[src/design/mba_pkg.sv]
// Package with shared constants and types for the mouse button autofire block.
package mba_pkg;

  // Number of clickers; clicker i serves button bit i.
  localparam int CLICKER_COUNT = 2;
  // Width of the tick counters.
  localparam int TIME_BITS = 20;

  // Widths of the channel fields and the configuration port.
  localparam int BUTTON_BITS = 8;
  localparam int CFG_BITS = 20;
  localparam int CFG_INDEX_BITS = 1;

  // Configuration register indexes.
  localparam logic [CFG_INDEX_BITS-1:0] REG_HALF_INTERVAL = 1'd0;
  localparam logic [CFG_INDEX_BITS-1:0] REG_RECENT_WINDOW = 1'd1;

  // Reset values of the configuration registers.
  localparam logic [CFG_BITS-1:0] HALF_INTERVAL_RESET = 20'd31250;
  localparam logic [CFG_BITS-1:0] RECENT_WINDOW_RESET = 20'd62500;

  // Input command codes.
  localparam logic CMD_TICK = 1'b0;
  localparam logic CMD_BUTTONS = 1'b1;

  // Reports that one tick can produce, and the output queue size.
  localparam int MAX_RESULTS = 2;
  localparam int FIFO_DEPTH = 4;
  localparam int PTR_BITS = $clog2(FIFO_DEPTH);
  localparam int COUNT_BITS = $clog2(FIFO_DEPTH + 1);

  // One queued report.
  typedef struct packed {
    logic [BUTTON_BITS-1:0] buttons;
    logic                   clicker;
    logic                   last;
  } report_t;

endpackage

[src/design/mba_in_if.sv]
// Input channel interface: ticks and physical button reports.
interface mba_in_if;
  import mba_pkg::*;

  logic                   valid;
  logic                   ready;
  logic                   command;
  logic [BUTTON_BITS-1:0] button_bits;

  modport source (output valid, output command, output button_bits, input ready);
  modport sink (input valid, input command, input button_bits, output ready);
endinterface

[src/design/mba_out_if.sv]
// Output channel interface: generated mouse reports.
interface mba_out_if;
  import mba_pkg::*;

  logic                   valid;
  logic                   ready;
  logic [BUTTON_BITS-1:0] report_buttons;
  logic                   clicker_index;
  logic                   last_of_run;

  modport source (output valid, output report_buttons, output clicker_index,
                  output last_of_run, input ready);
  modport sink (input valid, input report_buttons, input clicker_index,
                input last_of_run, output ready);
endinterface

[src/design/mouse_button_autofire_top.sv]
// Top level of the mouse button autofire block.
//
// Usage: in_ch carries one item per transfer, either a time tick
// (command = 0) or a physical button report (command = 1, button_bits).
// A button report updates the held marks and recent windows and produces
// no output. A tick advances every clicker; each clicker whose timer
// expires and keeps firing sends one report on out_ch, left before right,
// with last_of_run set on the final report of that tick.
// The reports of a tick are registered into the output queue when the
// tick's transfer is accepted. Throughput: one input item per cycle while
// in_ch.ready is high; the state update is a single registered pass.
// Reports leave through a four-entry queue at one per cycle unless out_ch
// stalls; in_ch.ready is low while fewer than two entries are free, so a
// stalled receiver back-pressures the input once three or four are queued.
// Reset (rst, synchronous) clears all clicker state and the queue and loads
// half_interval = 31250 and recent_window = 62500. The user must write the
// registers via cfg_write, cfg_index, cfg_data only while idle (not enforced).
module mouse_button_autofire_top (
  input  logic                            clk,
  input  logic                            rst,
  input  logic                            cfg_write,
  input  logic [mba_pkg::CFG_INDEX_BITS-1:0] cfg_index,
  input  logic [mba_pkg::CFG_BITS-1:0]    cfg_data,
  mba_in_if.sink                          in_ch,
  mba_out_if.source                       out_ch
);
  import mba_pkg::*;

  // Configuration registers.
  logic [CFG_BITS-1:0] half_interval;
  logic [CFG_BITS-1:0] recent_window;

  // Clicker state.
  logic [BUTTON_BITS-1:0]   last_bits, last_bits_next;
  logic [CLICKER_COUNT-1:0] held, held_next;
  logic [CLICKER_COUNT-1:0] level, level_next;
  logic [CLICKER_COUNT-1:0] armed, armed_next;
  logic [TIME_BITS-1:0]     timer_rem [CLICKER_COUNT];
  logic [TIME_BITS-1:0]     timer_rem_next [CLICKER_COUNT];
  logic [TIME_BITS-1:0]     window_rem [CLICKER_COUNT];
  logic [TIME_BITS-1:0]     window_rem_next [CLICKER_COUNT];

  // Per-clicker report requests of the current tick.
  logic [CLICKER_COUNT-1:0] emit;
  logic [BUTTON_BITS-1:0]   emit_bits [CLICKER_COUNT];

  // Output queue.
  report_t               fifo [FIFO_DEPTH];
  logic [PTR_BITS-1:0]   wr_ptr, rd_ptr;
  logic [COUNT_BITS-1:0] count, count_next;
  logic [1:0]            push_n;
  report_t               entry0, entry1;
  logic                  in_fire, out_fire;

  logic [TIME_BITS-1:0] half_load, window_load;

  assign half_load   = TIME_BITS'(half_interval);
  assign window_load = TIME_BITS'(recent_window);

  assign in_ch.ready = (count <= COUNT_BITS'(FIFO_DEPTH - MAX_RESULTS));
  assign in_fire     = in_ch.valid && in_ch.ready;
  assign out_fire    = out_ch.valid && out_ch.ready;

  // Configuration writes; out-of-range indexes cannot occur at this width.
  always_ff @(posedge clk) begin
    if (rst) begin
      half_interval <= HALF_INTERVAL_RESET;
      recent_window <= RECENT_WINDOW_RESET;
    end else if (cfg_write) begin
      unique case (cfg_index)
        REG_HALF_INTERVAL: half_interval <= cfg_data;
        REG_RECENT_WINDOW: recent_window <= cfg_data;
      endcase
    end
  end

  // Next state of every clicker for the accepted item.
  always_comb begin
    logic                 was_on, is_on;
    logic [TIME_BITS-1:0] w_dec, t_dec;
    was_on = 1'b0;
    is_on  = 1'b0;
    w_dec  = '0;
    t_dec  = '0;
    last_bits_next = last_bits;
    held_next  = held;
    level_next = level;
    armed_next = armed;
    timer_rem_next  = timer_rem;
    window_rem_next = window_rem;
    emit = '0;
    for (int i = 0; i < CLICKER_COUNT; i++) begin
      emit_bits[i] = last_bits;
    end
    if (in_fire) begin
      if (in_ch.command == CMD_BUTTONS) begin
        // Button report: detect press and release edges.
        for (int i = 0; i < CLICKER_COUNT; i++) begin
          was_on = last_bits[i];
          is_on  = in_ch.button_bits[i];
          if (!was_on && is_on) begin
            held_next[i]       = 1'b1;
            level_next[i]      = 1'b1;
            window_rem_next[i] = window_load;
            if (!armed[i]) begin
              armed_next[i]     = 1'b1;
              timer_rem_next[i] = half_load;
            end
          end else if (was_on && !is_on) begin
            held_next[i]       = 1'b0;
            window_rem_next[i] = window_load;
          end
        end
        last_bits_next = in_ch.button_bits;
      end else begin
        // Tick: count down windows and armed timers, handle expiries.
        for (int i = 0; i < CLICKER_COUNT; i++) begin
          w_dec = (window_rem[i] != '0) ? window_rem[i] - 1'b1 : window_rem[i];
          t_dec = (timer_rem[i] != '0) ? timer_rem[i] - 1'b1 : timer_rem[i];
          window_rem_next[i] = w_dec;
          if (armed[i]) begin
            timer_rem_next[i] = t_dec;
            if (t_dec == '0) begin
              if (!held[i] && w_dec == '0) begin
                // Idle and window lapsed: the clicker stops.
                armed_next[i] = 1'b0;
                held_next[i]  = 1'b0;
                level_next[i] = 1'b0;
              end else begin
                // Toggle, report and re-arm.
                level_next[i]     = !level[i];
                emit[i]           = 1'b1;
                emit_bits[i][i]   = !level[i];
                timer_rem_next[i] = half_load;
              end
            end
          end
        end
      end
    end
  end

  // Pick the first two reporting clickers, lowest index first.
  always_comb begin
    entry0 = '0;
    entry1 = '0;
    push_n = 2'd0;
    for (int i = 0; i < CLICKER_COUNT; i++) begin
      if (emit[i]) begin
        if (push_n == 2'd0) begin
          entry0.buttons = emit_bits[i];
          entry0.clicker = 1'(i);
          push_n = 2'd1;
        end else if (push_n == 2'd1) begin
          entry1.buttons = emit_bits[i];
          entry1.clicker = 1'(i);
          push_n = 2'd2;
        end
      end
    end
    entry0.last = (push_n == 2'd1);
    entry1.last = 1'b1;
  end

  assign count_next = count + COUNT_BITS'(push_n) - COUNT_BITS'(out_fire);

  // Clicker state registers.
  always_ff @(posedge clk) begin
    if (rst) begin
      last_bits <= '0;
      held  <= '0;
      level <= '0;
      armed <= '0;
      for (int i = 0; i < CLICKER_COUNT; i++) begin
        timer_rem[i]  <= '0;
        window_rem[i] <= '0;
      end
    end else begin
      last_bits <= last_bits_next;
      held  <= held_next;
      level <= level_next;
      armed <= armed_next;
      timer_rem  <= timer_rem_next;
      window_rem <= window_rem_next;
    end
  end

  // Queue pointers and fill count.
  always_ff @(posedge clk) begin
    if (rst) begin
      wr_ptr <= '0;
      rd_ptr <= '0;
      count  <= '0;
    end else begin
      wr_ptr <= wr_ptr + PTR_BITS'(push_n);
      if (out_fire) begin
        rd_ptr <= rd_ptr + 1'b1;
      end
      count <= count_next;
    end
  end

  // Queue storage.
  always_ff @(posedge clk) begin
    if (push_n != 2'd0) begin
      fifo[wr_ptr] <= entry0;
    end
    if (push_n == 2'd2) begin
      fifo[wr_ptr + 1'b1] <= entry1;
    end
  end

  // Head of the queue drives the output transfer.
  assign out_ch.valid          = (count != '0);
  assign out_ch.report_buttons = fifo[rd_ptr].buttons;
  assign out_ch.clicker_index  = fifo[rd_ptr].clicker;
  assign out_ch.last_of_run    = fifo[rd_ptr].last;

`ifndef SYNTH
  // The fill count never passes the queue size.
  a_count_bound: assert property (@(posedge clk) disable iff (rst)
    count <= COUNT_BITS'(FIFO_DEPTH))
    else $error("report queue overflow");

  // A button report never adds entries to the queue.
  a_buttons_no_push: assert property (@(posedge clk) disable iff (rst)
    (in_fire && in_ch.command == CMD_BUTTONS) |=> count <= $past(count))
    else $error("button report produced a queued report");

  // A report that is not the last of its tick has its partner queued behind it.
  a_pair_queued: assert property (@(posedge clk) disable iff (rst)
    (out_ch.valid && !out_ch.last_of_run) |-> count >= COUNT_BITS'(2))
    else $error("first report of a pair queued alone");

  // A held or pressed clicker always has its timer running.
  for (genvar g = 0; g < CLICKER_COUNT; g++) begin : g_chk
    a_active_armed: assert property (@(posedge clk) disable iff (rst)
      (held[g] || level[g]) |-> armed[g])
      else $error("active clicker without running timer");
  end
`endif

endmodule
[src/flat_wrapper.sv]
// flat-port wrapper written by rule: the top's interface ports become plain ports
module mouse_button_autofire_top_flat import mba_pkg::*;
  (clk, rst, cfg_write, cfg_index, cfg_data, in_ch_valid, in_ch_command, in_ch_button_bits, in_ch_ready, out_ch_valid, out_ch_report_buttons, out_ch_clicker_index, out_ch_last_of_run, out_ch_ready);
  mba_in_if in_ch_i ();
  mba_out_if out_ch_i ();
  input  logic clk;
  input  logic rst;
  input  logic cfg_write;
  input  logic [mba_pkg::CFG_INDEX_BITS-1:0] cfg_index;
  input  logic [mba_pkg::CFG_BITS-1:0] cfg_data;
  input wire logic [$bits(in_ch_i.valid)-1:0] in_ch_valid;
  input wire logic [$bits(in_ch_i.command)-1:0] in_ch_command;
  input wire logic [$bits(in_ch_i.button_bits)-1:0] in_ch_button_bits;
  output wire logic [$bits(in_ch_i.ready)-1:0] in_ch_ready;
  output wire logic [$bits(out_ch_i.valid)-1:0] out_ch_valid;
  output wire logic [$bits(out_ch_i.report_buttons)-1:0] out_ch_report_buttons;
  output wire logic [$bits(out_ch_i.clicker_index)-1:0] out_ch_clicker_index;
  output wire logic [$bits(out_ch_i.last_of_run)-1:0] out_ch_last_of_run;
  input wire logic [$bits(out_ch_i.ready)-1:0] out_ch_ready;
  assign in_ch_i.valid = in_ch_valid;
  assign in_ch_i.command = in_ch_command;
  assign in_ch_i.button_bits = in_ch_button_bits;
  assign in_ch_ready = in_ch_i.ready;
  assign out_ch_valid = out_ch_i.valid;
  assign out_ch_report_buttons = out_ch_i.report_buttons;
  assign out_ch_clicker_index = out_ch_i.clicker_index;
  assign out_ch_last_of_run = out_ch_i.last_of_run;
  assign out_ch_i.ready = out_ch_ready;
  mouse_button_autofire_top u_core (.clk(clk), .rst(rst), .cfg_write(cfg_write), .cfg_index(cfg_index), .cfg_data(cfg_data), .in_ch(in_ch_i), .out_ch(out_ch_i));
endmodule
[config.mk]
export PLATFORM = sky130hd
export DESIGN_NAME = mouse_button_autofire_top_flat
export DESIGN_NICKNAME = d
export VERILOG_FILES = /design/src/design/mba_pkg.sv /design/src/design/mba_in_if.sv /design/src/design/mba_out_if.sv /design/src/design/mouse_button_autofire_top.sv /design/src/flat_wrapper.sv
export SDC_FILE = /design/constraint.sdc
export NUM_CORES = 1
export LEC_CHECK = 0
export BUFFER_PORTS_ARGS = -buffer_cell sky130_fd_sc_hd__buf_2
export CORE_ASPECT_RATIO = 0.7
export CORE_MARGIN = 2
export CORE_UTILIZATION = 39
export DETAILED_ROUTE_END_ITERATION = 8
export PLACE_DENSITY = 0.63
export SYNTH_ARGS = -nofsm -noshare
export SYNTH_HDL_FRONTEND = slang
export SYNTH_SLANG_ARGS = --single-unit
export TNS_END_PERCENT = 20
[constraint.sdc]
create_clock -name clk -period 5 [get_ports clk]
set_input_delay 1 -clock clk [delete_from_list [all_inputs] [get_ports clk]]
set_output_delay 1 -clock clk [all_outputs]
set_load 0.01 [all_outputs]
After elaboration in Yosys (flattened, before gate mapping)
Memories as Yosys holds them, arrays and structs flattened. A register that Yosys moved wholly into a read port is not among the register bits.
Index checks and enable logic that the tools add are counted.
{"block": "classes", "add_sub_neg": 9, "n_lt_le_gt_ge": 1, "n_eq_ne": 9, "mux": 79, "bitwise": 1, "n_reduce_logical": 46}
{"cell": "2-to-1 mux 20 bit", "count": 18}
{"cell": "zero test 20 bit", "count": 4}
{"cell": "2-to-1 mux 40 bit", "count": 2}
{"cell": "nonzero test 20 bit", "count": 4}
{"cell": "subtractor 20 x 1 -> 20 bit (second input constant)", "count": 4}
{"cell": "2-to-1 mux 9 bit", "count": 6}
{"cell": "2-to-1 mux 1 bit", "count": 43}
{"cell": "2-to-1 mux 2 bit", "count": 10}
{"cell": "AND reduction 4 bit", "count": 4}
{"cell": "AND reduction 2 bit", "count": 7}
{"cell": "nonzero test 2 bit", "count": 7}
{"cell": "AND reduction 5 bit", "count": 2}
{"cell": "logical AND 1 bit", "count": 8}
{"cell": "zero test 1 bit", "count": 8}
{"cell": "!= test 3 x 1 -> 1 bit (second input constant)", "count": 2}
{"cell": "adder 2 x 1 -> 2 bit (second input constant)", "count": 2}
{"cell": "!= test 2 x 1 -> 1 bit (second input constant)", "count": 2}
{"cell": "!= test 2 bit (second input constant)", "count": 2}
{"cell": "adder 3 x 2 -> 3 bit", "count": 1}
{"cell": "<= comparator 3 x 2 -> 1 bit (second input constant)", "count": 1}
{"cell": "nonzero test 3 bit", "count": 1}
{"cell": "subtractor 3 x 1 -> 3 bit", "count": 1}
{"cell": "adder 2 bit", "count": 1}
{"cell": "== test 2 x 1 -> 1 bit (second input constant)", "count": 1}
{"cell": "4 further kinds", "count": 4}
{"block": "totals", "regBits": 141, "ram_bits": 40, "input_bits": 35, "word_cells": 162, "n_memories": 1}
{"name": "u_core.fifo", "words": 4, "width": 10, "read_ports": 1, "rd_clocked_by_memory_dff": 1, "wr": 2, "line": "mouse_button_autofire_top.sv:48", "source": "report_t fifo [FIFO_DEPTH];"}

Depth between registers and ports, before layout
Gate-level depths: netlist of the first run.
{"block": "logic_depth", "word_depth": 17, "depth_mapped": 18}

Least setup slack after synthesis of the first run
No wires, ideal clock.
{"block": "synth_timing", "path_type": "register to register", "startpoint": "register u_core.timer_rem[20] in the netlist's numbering", "endpoint": "register u_core.count[2]", "setup_ns": 0.128, "t_arrival_ns": 4.351, "path_slack_ns": 0.521, "path_stages_with_launch": 19, "n_path_buf": 1, "path_cell_list": "dfxtp_1 > inv_1 > ha_1 > or3b_1 > or3_1 > a221o_1 > a221o_1 > a2111oi_2 > nand4_1 > or2_1 > buf_2 > inv_1 > ha_1 > inv_1 > ha_1 > fa_1 > xnor2_1 > xnor2_1 > nor2_1"}
{"block": "synth_via", "elab_chain_len": 14, "elab_cells_between_ends": 16, "classes_between": "add/sub (3); eq/ne (1); mux (9); reduce/logical (3)"}
{"element": "from (decl)", "line": "mouse_button_autofire_top.sv:38", "source": "logic [TIME_BITS-1:0] timer_rem [CLICKER_COUNT];"}
{"element": "from (signal assigned)", "line": "mouse_button_autofire_top.sv:183", "source": "timer_rem <= timer_rem_next;"}
{"element": "subtractor 20 x 1 -> 20 bit / nonzero test 20 bit (equally long branches)", "line": "mouse_button_autofire_top.sv:119", "source": "t_dec = (timer_rem[i] != '0) ? timer_rem[i] - 1'b1 : timer_rem[i];"}
{"element": "2-to-1 mux 20 bit *", "line": "mouse_button_autofire_top.sv:119"}
{"element": "zero test 20 bit *", "line": "mouse_button_autofire_top.sv:123", "source": "if (t_dec == '0) begin"}
{"element": "2-to-1 mux 1 bit *", "line": "mouse_button_autofire_top.sv:123"}
{"element": "2-to-1 mux 1 bit *", "line": "mouse_button_autofire_top.sv:121", "source": "if (armed[i]) begin"}
{"element": "2-to-1 mux 2 bit *", "line": "mouse_button_autofire_top.sv:96", "source": "if (in_ch.command == CMD_BUTTONS) begin"}
{"element": "2-to-1 mux 2 bit *", "line": "mouse_button_autofire_top.sv:95", "source": "if (in_fire) begin"}
{"element": "2-to-1 mux 1 bit *", "line": "mouse_button_autofire_top.sv:149", "source": "if (emit[i]) begin"}
{"element": "== test 1 bit", "line": "mouse_button_autofire_top.sv:154", "source": "end else if (push_n == 2'd1) begin"}
{"element": "2-to-1 mux 2 bit", "line": "mouse_button_autofire_top.sv:154"}
{"element": "2-to-1 mux 2 bit", "line": "mouse_button_autofire_top.sv:150", "source": "if (push_n == 2'd0) begin"}
{"element": "2-to-1 mux 2 bit *", "line": "mouse_button_autofire_top.sv:149"}
{"element": "adder 3 x 2 -> 3 bit *", "line": "mouse_button_autofire_top.sv:165", "source": "assign count_next = count + COUNT_BITS'(push_n) - COUNT_BITS'(out_fire);"}
{"element": "subtractor 3 x 1 -> 3 bit *", "line": "mouse_button_autofire_top.sv:165"}
{"element": "to (signal assigned)", "line": "mouse_button_autofire_top.sv:199", "source": "count <= count_next;"}
{"element": "to (decl)", "line": "mouse_button_autofire_top.sv:50", "source": "logic [COUNT_BITS-1:0] count, count_next;"}
Every way passes the cells marked *; elsewhere a longest branch is shown, timed or not.
A chain may end at the register's enable or synchronous reset.

==> results of run 1 <==
## final timing paths
| path | start | endpoint | depth (start not counted) |
|---|---|---|---|
| max | u_core.timer_rem[20]$_SDFFE_PP0P_ | u_core.fifo[2][3]$_DFFE_PP_ | 13 |
| min | u_core.recent_window[1]$_SDFFE_PP0P_ | u_core.recent_window[1]$_SDFFE_PP0P_ | 2 |
| max reg2reg | u_core.timer_rem[20]$_SDFFE_PP0P_ | u_core.fifo[2][3]$_DFFE_PP_ | 13 |
| min reg2reg | u_core.recent_window[1]$_SDFFE_PP0P_ | u_core.recent_window[1]$_SDFFE_PP0P_ | 2 |
## synthesized netlist by cell type, drive strengths merged, types with 29 or more instances
library cell / number
o21ai: 79
nor2b: 38
edfxtp: 36
inv: 29
a21oi: 103
nand2: 212
nand3: 55
clkbuf: 66
nor3: 47
dfxtp: 147
nor2: 120
a22oi: 33
## power groups by stage
stage          clock network (W)  registers [W]  logic, W
2_1_floorplan                  0        0.00177   0.00179
3_5_place_dp                   0        0.00188   0.00226
6_report                 0.00140        0.00186   0.00234
4_1_cts                  0.00142        0.00185   0.00227
5_1_grt                  0.00148        0.00189   0.00258
3_3_place_gp                   0        0.00188   0.00227
## flip-flops by register name, summed over array words and instances, names as in the netlist, named ones only
name                  flops
u_core.count              3
u_core.level              2
u_core.timer_rem         40
u_core.half_interval     20
u_core.rd_ptr             2
u_core.held               2
u_core.window_rem        40
u_core.armed              2
u_core.last_bits          8
u_core.recent_window     20
u_core.wr_ptr             2
u_core.fifo              40
## repair_timing
item,in CTS,in global routing
buffers inserted,0,1
endpoints found under the setup margin,0,19
hold endpoints to repair,0,0
gates resized for setup,0,4
## stage by stage
step                      power, W  utilization (%)  instances  setup WS (ps)  hold slack [ps]
after floorplan            0.00356                -       1314            521              431
after global placement     0.00416             41.6       1668            467              442
after detailed placement   0.00414             41.6       1668            312              445
after CTS                  0.00555             43.8       1700            292              455
after global routing       0.00595             43.9       1701           42.1              480
final                      0.00560             43.9       1701            344              451
## tightest hold or removal path, delay by kind of cell, from the launching register on
family | cells | cell delay (ps)
flops | 1 | 310
compound gates | 1 | 50
simple gates | 1 | 50
## cell type report
type,count,area share (%)
Tap cell,364,3.90
Sequential cell,183,34.5
Clock inverter,14,1.46
Multi-Input combinational cell,1019,51.8
Timing Repair Buffer,74,3.79
Clock buffer,18,3.68
Inverter,29,0.932
## cells by family after synthesis
group                      count (synthesis)  share of synthesized area, %
buffers and inverters                    112                          4.22
AOI/OAI and AO/OA                        348                          21.7
xor gates and xnor gates                  24                          2.00
adders and majority gates                 13                          1.60
muxes                                     20                          3.10
DFF                                      183                          38.4
and+or+nand+nor                          614                          29.0
## routing by layer
layer	up-vias	routed length (um)	global-route usage, %
met5	-	0	0
met4	0	458	5.50
met3	37	2830	6.15
met2	437	12700	31.2
met1	4714	16100	36.3
li1	4847	-	-
==> impl_results.html, run 1 <==
<table>
<tr><th>Metric</th><th>Value</th></tr>
<tr><th colspan="2">Synth</th></tr>
<tr><td>Top area cells in the synthesized netlist</td><td>sky130_fd_sc_hd__dfxtp_1, sky130_fd_sc_hd__edfxtp_1, sky130_fd_sc_hd__nand2_1, sky130_fd_sc_hd__a21oi_1, sky130_fd_sc_hd__nor2_1</td></tr>
<tr><td>Number of synthesized register bits</td><td>183</td></tr>
<tr><td>Share of Yosys cell area claimed by the top area cell type</td><td>28.1%</td></tr>
<tr><td>Async SR Flop Fraction</td><td>0%</td></tr>
<tr><td>Mapped Nets</td><td>1361</td></tr>
<tr><td>Cells after Synth</td><td>1314</td></tr>
<tr><td>Most frequently used flop master after synthesis</td><td>sky130_fd_sc_hd__dfxtp_1</td></tr>
<tr><td>Sequential share of the synthesized area</td><td>38.4%</td></tr>
<tr><td>Post-synthesis area per instance</td><td>7.98 um^2</td></tr>
<tr><td>Synthesis warning total</td><td>0</td></tr>
<tr><td>Number of synthesized flops with an enable pin</td><td>36</td></tr>
<tr><td>Synthesized cell area</td><td>10500 um^2</td></tr>
<tr><td>Library cell occupying the most area in the post-synthesis netlist</td><td>sky130_fd_sc_hd__dfxtp_1</td></tr>
<tr><td>Number of library cell types mapped by synthesis</td><td>85</td></tr>
<tr><th colspan="2">Pwr</th></tr>
<tr><td>Combinational fraction of design power</td><td>41.8%</td></tr>
<tr><td>Largest vdd supply drop</td><td>295 uV</td></tr>
<tr><td>Power density over the cells</td><td>480 nW/um^2</td></tr>
<tr><td>Sequential group share of total power</td><td>33.2%</td></tr>
<tr><td>Internal power</td><td>0.00330 W</td></tr>
<tr><td>Fraction of power consumed by the clock network</td><td>25.0%</td></tr>
<tr><td>Leakage power total</td><td>4.31 nW</td></tr>
<tr><td>Psw</td><td>0.00230 W</td></tr>
<tr><td>Proportion of total power due to net switching</td><td>41.1%</td></tr>
<tr><th colspan="2">Timing</th></tr>
<tr><td>Setup Viol. Count Final</td><td>0</td></tr>
<tr><td>Minimum clock period</td><td>4660 ps</td></tr>
<tr><td>Achievable frequency</td><td>215 MHz</td></tr>
<tr><td>Tightest Pin Transition</td><td>975 ps</td></tr>
<tr><td>Final Max Tran Viols</td><td>0</td></tr>
<tr><td>Final cycle utilization of the critical path</td><td>93.1%</td></tr>
<tr><td>Rel. slew slack</td><td>34.4%</td></tr>
<tr><td>Setup_tns</td><td>0 ps</td></tr>
<tr><td>Final Hold Vio Count</td><td>0</td></tr>
<tr><td>Fin Clk Skew</td><td>10.3 ps</td></tr>
<tr><td>Setup repair after global routing missed its margin</td><td>false</td></tr>
<tr><th colspan="2">Worst hold path</th></tr>
<tr><td>Class of the tightest hold or removal check</td><td>register to register</td></tr>
<tr><th colspan="2">Critical path</th></tr>
<tr><td>Crit path max fanout</td><td>12</td></tr>
<tr><td>Slowest CP cell</td><td>sky130_fd_sc_hd__or3b_2</td></tr>
<tr><td>Gate family responsible for the most delay along the worst path</td><td>simple AND/OR/NAND/NOR gates</td></tr>
<tr><td>Crit path capture type</td><td>register</td></tr>
<tr><td>Crit-path max cell delay</td><td>530 ps</td></tr>
<tr><td>Element type at the critical path start</td><td>register</td></tr>
<tr><td>Flop-to-flop setup slack</td><td>340 ps</td></tr>
<tr><td>Worst endpoint required time</td><td>5110 ps</td></tr>
<tr><td>Crit-path cells</td><td>inv_1 &gt; ha_1 &gt; or3b_4 &gt; or3_1 &gt; a221o_1 &gt; a221o_1 &gt; a2111oi_2 &gt; nand4_1 &gt; or2_1 &gt; buf_4 &gt; ha_1 &gt; or3b_2 &gt; nand2_1</td></tr>
<tr><td>Arrival time of data at the critical path endpoint</td><td>4770 ps</td></tr>
<tr><td>Setup Crit Path Kind</td><td>register to register</td></tr>
<tr><td>Crit path buf inv count</td><td>2</td></tr>
<tr><th colspan="2">Placement</th></tr>
<tr><td>HPWL after DPL</td><td>23.1 mm</td></tr>
<tr><td>Placer's final routability congestion estimate</td><td>0.943</td></tr>
<tr><td>Port-buffer cells</td><td>46</td></tr>
<tr><td>Area post-placement</td><td>11100 um^2</td></tr>
<tr><th colspan="2">CTS</th></tr>
<tr><td>Number of buffers created by CTS</td><td>17</td></tr>
<tr><td>CTS tree</td><td>yes</td></tr>
<tr><td>Maximum clock insertion buffer count</td><td>2</td></tr>
<tr><td>Clock Tree Root</td><td>sky130_fd_sc_hd__clkbuf_16</td></tr>
<tr><td>Hold-fix buffers at CTS</td><td>0</td></tr>
<tr><td>Clock-pin slew of the registers on the worst-case setup and hold paths</td><td>70 ps</td></tr>
<tr><td>H-tree lvl count</td><td>4</td></tr>
<tr><td>Clk sinks</td><td>183</td></tr>
<tr><td>Clock insertion delay at the later pin of the skew report</td><td>450 ps</td></tr>
<tr><th colspan="2">Floorplan</th></tr>
<tr><td>Area of the die</td><td>28200 um^2</td></tr>
<tr><td>Chip width</td><td>200 um</td></tr>
<tr><td>Core Region</td><td>26600 um^2</td></tr>
<tr><td>DIE HEIGHT</td><td>141 um</td></tr>
<tr><td>Number of rows created at floorplan</td><td>50</td></tr>
<tr><td>Initial standard-cell utilization of the core</td><td>39.5%</td></tr>
<tr><td>IO Count</td><td>47</td></tr>
<tr><th colspan="2">Cells and area</th></tr>
<tr><td>Area delta synth-&gt;final</td><td>11.3%</td></tr>
<tr><td>Most common cell after layout, fill and taps aside</td><td>sky130_fd_sc_hd__nand2_1</td></tr>
<tr><td>Footprint of the flip-flops and latches</td><td>4020 um^2</td></tr>
<tr><td>Most used cells in the layout excluding fill and tap cells</td><td>sky130_fd_sc_hd__nand2_1, sky130_fd_sc_hd__dfxtp_1, sky130_fd_sc_hd__nor2_1</td></tr>
<tr><td>Area occupied by multi-input gates</td><td>6050 um^2</td></tr>
<tr><td>Inserted Diodes</td><td>0</td></tr>
<tr><td>Layout filler cell count</td><td>2627</td></tr>
<tr><td>Cell area after layout</td><td>11700 um^2</td></tr>
<tr><td>Final-stage net count</td><td>1371</td></tr>
<tr><td>Ratio of cells with drive above 1 in the final layout</td><td>11.6%</td></tr>
<tr><th colspan="2">Routing</th></tr>
<tr><td>Final Routed Wirelength</td><td>32.1 mm</td></tr>
<tr><td>Number of detailed-routing iterations run before antenna repair</td><td>7</td></tr>
<tr><td>Antenna viol nets, final</td><td>0</td></tr>
<tr><td>Remaining routing DRC violations</td><td>0</td></tr>
<tr><td>Via-to-Cell Ratio</td><td>5.90</td></tr>
<tr><td>Starting DRC count in detailed routing</td><td>927</td></tr>
<tr><td>Routed len/inst</td><td>18.9 um</td></tr>
<tr><td>Total number of vias</td><td>10035</td></tr>
<tr><th colspan="2">Status</th></tr>
<tr><td>Outcome</td><td>finished, final reports clean</td></tr>
<tr><th colspan="2">Run</th></tr>
<tr><td>Total of max-cap violations</td><td>0</td></tr>
<tr><th colspan="2">Global route</th></tr>
<tr><td>Pin count of the biggest net entering global routing</td><td>86</td></tr>
<tr><td>Global route total overflow</td><td>0</td></tr>
<tr><td>Via count of the first global-routing pass</td><td>8969</td></tr>
<tr><td>GR Util All Layers</td><td>23.3%</td></tr>
<tr><td>First-pass GRT wire length</td><td>51.3 mm</td></tr>
<tr><td>Initial antenna violation count</td><td>0</td></tr>
</table>
Note: power is estimated with default switching activity, not from simulation.
==> inputs of run 2 (changes only) <==
- PLACE_DENSITY: 0.63 -> 0.65
- clock period: 5 -> 3.85 ns (I/O delays scaled with it)
==> run 2 against run 1 <==
Net effect: the flow now finishes with violations (negative setup slack); die area is the same; final cell count grew 8.3%; clock skew grew 5.3 ps; combinational power grew 72%; flip-flop and latch count is the same; global-route usage grew 1.9 points; fmax grew 19%; critical path depth grew 2; sequential power grew 26%; register-to-register slack lost 390 ps.
==> impl_results.html, run 2 (same netlist as run 1, synthesis figures left out) <==
<table>
<tr><th>Metric</th><th>Value</th></tr>
<tr><th colspan="2">Pwr</th></tr>
<tr><td>Power density over the cells</td><td>627 nW/um^2 (was 480 nW/um^2)</td></tr>
<tr><td>Psw</td><td>0.00334 W (was 0.00230 W)</td></tr>
<tr><td>Sequential group share of total power</td><td>28.6% (was 33.2%)</td></tr>
<tr><td>Internal power</td><td>0.00485 W (was 0.00330 W)</td></tr>
<tr><td>Proportion of total power due to net switching</td><td>40.8% (was 41.1%)</td></tr>
<tr><td>Fraction of power consumed by the clock network</td><td>22.2% (was 25.0%)</td></tr>
<tr><td>Combinational fraction of design power</td><td>49.1% (was 41.8%)</td></tr>
<tr><td>Largest vdd supply drop</td><td>397 uV (was 295 uV)</td></tr>
<tr><td>Leakage power total</td><td>5.09 nW (was 4.31 nW)</td></tr>
<tr><th colspan="2">Worst hold path</th></tr>
<tr><td>Number of cells on the worst hold path</td><td>2 (unchanged)</td></tr>
<tr><td>Class of the tightest hold or removal check</td><td>register to register (unchanged)</td></tr>
<tr><th colspan="2">Cells and area</th></tr>
<tr><td>Layout filler cell count</td><td>2533 (was 2627)</td></tr>
<tr><td>Most used cells in the layout excluding fill and tap cells</td><td>sky130_fd_sc_hd__nand2_1, sky130_fd_sc_hd__buf_4, sky130_fd_sc_hd__dfxtp_1 (was sky130_fd_sc_hd__nand2_1, sky130_fd_sc_hd__dfxtp_1, sky130_fd_sc_hd__nor2_1)</td></tr>
<tr><td>Largest registers</td><td>u_core.fifo: 40 flops, u_core.timer_rem: 40 flops, u_core.window_rem: 40 flops (unchanged)</td></tr>
<tr><td>Ratio of cells with drive above 1 in the final layout</td><td>23.2% (was 11.6%)</td></tr>
<tr><td>Share of the core filled with cells</td><td>49.1% (was 43.9%)</td></tr>
<tr><td>Cell area after layout</td><td>13100 um^2 (was 11700 um^2)</td></tr>
<tr><td>Area delta synth-&gt;final</td><td>24.5% (was 11.3%)</td></tr>
<tr><td>Inserted Diodes</td><td>0 (unchanged)</td></tr>
<tr><td>Final-stage net count</td><td>1512 (was 1371)</td></tr>
<tr><td>Most common cell after layout, fill and taps aside</td><td>sky130_fd_sc_hd__nand2_1 (unchanged)</td></tr>
<tr><th colspan="2">CTS</th></tr>
<tr><td>CTS tree</td><td>yes (unchanged)</td></tr>
<tr><td>Clock Tree Root</td><td>sky130_fd_sc_hd__clkbuf_16 (unchanged)</td></tr>
<tr><td>H-tree lvl count</td><td>4 (unchanged)</td></tr>
<tr><td>Hold-fix buffers at CTS</td><td>0 (unchanged)</td></tr>
<tr><td>Clock-pin slew of the registers on the worst-case setup and hold paths</td><td>80 ps (was 70 ps)</td></tr>
<tr><td>Clk sinks</td><td>183 (unchanged)</td></tr>
<tr><td>Clock insertion delay at the later pin of the skew report</td><td>460 ps (was 450 ps)</td></tr>
<tr><td>Number of buffers created by CTS</td><td>17 (unchanged)</td></tr>
<tr><td>Maximum clock insertion buffer count</td><td>2 (unchanged)</td></tr>
<tr><th colspan="2">Critical path</th></tr>
<tr><td>Endpoint of the most critical register-to-register path</td><td>u_core.count[2]$_SDFF_PP0_ (was u_core.fifo[2][3]$_DFFE_PP_)</td></tr>
<tr><td>Arrival time of data at the critical path endpoint</td><td>4210 ps (was 4770 ps)</td></tr>
<tr><td>Critical Path End</td><td>u_core.count[2]$_SDFF_PP0_ (was u_core.fifo[2][3]$_DFFE_PP_)</td></tr>
<tr><td>Crit-path max cell delay</td><td>530 ps (about the same)</td></tr>
<tr><td>Gate family responsible for the most delay along the worst path</td><td>simple AND/OR/NAND/NOR gates (unchanged)</td></tr>
<tr><td>Element type at the critical path start</td><td>register (unchanged)</td></tr>
<tr><td>Crit. Startpoint</td><td>u_core.timer_rem[20]$_SDFFE_PP0P_ (unchanged)</td></tr>
<tr><td>Crit path capture type</td><td>register (unchanged)</td></tr>
<tr><td>Slowest CP cell</td><td>sky130_fd_sc_hd__or4_4 (was sky130_fd_sc_hd__or3b_2)</td></tr>
<tr><td>Critical Path Stages</td><td>15 (was 13)</td></tr>
<tr><td>Crit path max fanout</td><td>4 (was 12)</td></tr>
<tr><td>Crit-path cells</td><td>or4_4 &gt; or3_4 &gt; a221o_1 &gt; a221o_1 &gt; a2111oi_2 &gt; nand4_1 &gt; or2_4 &gt; inv_2 &gt; ha_4 &gt; inv_4 &gt; ha_4 &gt; fa_2 &gt; xnor2_2 &gt; xnor2_1 &gt; nor2_1 (was inv_1 &gt; ha_1 &gt; or3b_4 &gt; or3_1 &gt; a221o_1 &gt; a221o_1 &gt; a2111oi_2 &gt; nand4_1 &gt; or2_1 &gt; buf_4 &gt; ha_1 &gt; or3b_2 &gt; nand2_1)</td></tr>
<tr><td>Worst endpoint required time</td><td>4160 ps (was 5110 ps)</td></tr>
<tr><td>Crit path buf inv count</td><td>2 (unchanged)</td></tr>
<tr><td>Flop-to-flop setup slack</td><td>-50 ps (was 340 ps)</td></tr>
<tr><td>Setup Crit Path Kind</td><td>register to register (unchanged)</td></tr>
<tr><td>Startpoint of the worst register-to-register path</td><td>u_core.timer_rem[20]$_SDFFE_PP0P_ (unchanged)</td></tr>
<tr><td>Number of cells traversed by the worst register-to-register path</td><td>15 (was 13)</td></tr>
<tr><th colspan="2">Routing</th></tr>
<tr><td>Number of detailed-routing iterations run before antenna repair</td><td>5 (was 7)</td></tr>
<tr><td>Routed len/inst</td><td>19.2 um (was 18.9 um)</td></tr>
<tr><td>Antenna viol nets, final</td><td>0 (unchanged)</td></tr>
<tr><td>Starting DRC count in detailed routing</td><td>1256 (was 927)</td></tr>
<tr><td>Remaining routing DRC violations</td><td>0 (unchanged)</td></tr>
<tr><td>Final Routed Wirelength</td><td>35.3 mm (was 32.1 mm)</td></tr>
<tr><td>Total number of vias</td><td>10789 (was 10035)</td></tr>
<tr><td>Via-to-Cell Ratio</td><td>5.86 (was 5.90)</td></tr>
<tr><th colspan="2">Floorplan</th></tr>
<tr><td>Area of the die</td><td>28200 um^2 (unchanged)</td></tr>
<tr><td>IO Count</td><td>47 (unchanged)</td></tr>
<tr><td>DIE HEIGHT</td><td>141 um (unchanged)</td></tr>
<tr><td>Initial standard-cell utilization of the core</td><td>39.5% (unchanged)</td></tr>
<tr><td>Core Region</td><td>26600 um^2 (unchanged)</td></tr>
<tr><td>Chip width</td><td>200 um (unchanged)</td></tr>
<tr><td>Number of rows created at floorplan</td><td>50 (unchanged)</td></tr>
<tr><th colspan="2">Timing</th></tr>
<tr><td>Achievable frequency</td><td>256 MHz (was 215 MHz)</td></tr>
<tr><td>Final Hold Vio Count</td><td>0 (unchanged)</td></tr>
<tr><td>Minimum clock period</td><td>3900 ps (was 4660 ps)</td></tr>
<tr><td>Final Max Tran Viols</td><td>0 (unchanged)</td></tr>
<tr><td>Setup_tns</td><td>-49.9 ps (was 0 ps)</td></tr>
<tr><td>Setup Viol. Count Final</td><td>1 (was 0)</td></tr>
<tr><td>Fin Clk Skew</td><td>15.6 ps (was 10.3 ps)</td></tr>
<tr><td>Fin worst setup slack</td><td>-49.9 ps (was 344 ps)</td></tr>
<tr><td>Tightest Pin Transition</td><td>1000 ps (was 975 ps)</td></tr>
<tr><td>Setup repair after global routing missed its margin</td><td>true (was false)</td></tr>
<tr><td>Rel. slew slack</td><td>32.6% (was 34.4%)</td></tr>
<tr><td>Final cycle utilization of the critical path</td><td>101% (was 93.1%)</td></tr>
<tr><th colspan="2">Placement</th></tr>
<tr><td>Placer's final routability congestion estimate</td><td>0.974 (was 0.943)</td></tr>
<tr><td>Area post-placement</td><td>12100 um^2 (was 11100 um^2)</td></tr>
<tr><td>Post-placement worst setup slack</td><td>-255 ps (was 312 ps)</td></tr>
<tr><td>HPWL after DPL</td><td>25.5 mm (was 23.1 mm)</td></tr>
<tr><td>Port-buffer cells</td><td>46 (unchanged)</td></tr>
<tr><th colspan="2">Global route</th></tr>
<tr><td>Initial antenna violation count</td><td>0 (unchanged)</td></tr>
<tr><td>Pin count of the biggest net entering global routing</td><td>68 (was 86)</td></tr>
<tr><td>First-pass GRT wire length</td><td>54.9 mm (was 51.3 mm)</td></tr>
<tr><td>GR Util All Layers</td><td>25.2% (was 23.3%)</td></tr>
<tr><td>Via count of the first global-routing pass</td><td>9666 (was 8969)</td></tr>
<tr><td>Global route total overflow</td><td>0 (unchanged)</td></tr>
<tr><th colspan="2">Status</th></tr>
<tr><td>Violations in the final reports</td><td>negative setup slack</td></tr>
<tr><td>Outcome</td><td>finished, violations left (was finished, final reports clean)</td></tr>
<tr><th colspan="2">Run</th></tr>
<tr><td>Total of max-cap violations</td><td>0 (unchanged)</td></tr>
</table>
run 2: cell types whose count changed in the layout (fill, tap and decap cells not counted), sizes merged:
cell,change
clkinvlp,-1
inv,+8
clkinv,-5
bufinv,-1
buf,+141
clkbuf,-1
run 2: what timing repair did:
action / 4_1_cts / 5_1_grt
resized for setup: 18 / 37
endpoints found under the setup margin: 75 / 75
setup buffers: 8 / 7
pin swaps: 11 / 23
run 2: routing by layer:
metal | vias to the layer above | GRT usage (%) | wire, um
met5 | - | 0 | 0
met2 | 514 | 34.1 | 14400
met1 | 5110 | 39.1 | 17200
met3 | 38 | 6.29 | 3250
met4 | 0 | 6.16 | 502
li1 | 5127 | - | -
run 2: area by class of cell:
cell class	count	area (um^2)	area share (%)
clock buffers	17	425	3.26
clock inverters	15	170	1.30
inverters	29	114	0.872
multi-input cells	1019	6320	48.4
flip-flops and latches	183	4030	30.8
well taps	364	455	3.49
repair buffers	215	1550	11.8
run 2: how the worst min path moves through the flow:
stage                                                        to                             startpoint
after floorplan           u_core.recent_window[18]$_SDFFE_PP0P_  u_core.recent_window[18]$_SDFFE_PP0P_
after global placement    u_core.recent_window[18]$_SDFFE_PP0P_  u_core.recent_window[18]$_SDFFE_PP0P_
after detailed placement  u_core.recent_window[18]$_SDFFE_PP0P_  u_core.recent_window[18]$_SDFFE_PP0P_
after CTS                 u_core.recent_window[18]$_SDFFE_PP0P_  u_core.recent_window[18]$_SDFFE_PP0P_
after global routing       u_core.recent_window[8]$_SDFFE_PP0P_   u_core.recent_window[8]$_SDFFE_PP0P_
final                     u_core.recent_window[11]$_SDFFE_PP0P_  u_core.recent_window[11]$_SDFFE_PP0P_
run 2: worst min-delay path, delay by kind of cell, from the launching register on:
| family | cells | cell delay, ps |
|---|---|---|
| AO/OA/AOI/OAI | 1 | 50 |
| flip-flops | 1 | 310 |
| AND/OR/NAND/NOR | 1 | 50 |
run 2: power groups by stage:
| stage | Sequential (W) | Combinational (W) | Clock, W |
|---|---|---|---|
| detailed placement | 0.00238 | 0.00365 | 0 |
| CTS | 0.00234 | 0.00378 | 0.00185 |
| global route | 0.00237 | 0.00437 | 0.00194 |
| finish | 0.00234 | 0.00402 | 0.00182 |
| global placement | 0.00237 | 0.00366 | 0 |
| floorplan | 0.00230 | 0.00236 | 0 |
run 2: metrics by stage:
step,cells,hold slack (ps),power (W)
final,1842,460,0.00819
after global routing,1842,483,0.00867
after CTS,1835,457,0.00797
after detailed placement,1795,445,0.00603
after global placement,1795,441,0.00603
after floorplan,1314,431,0.00466
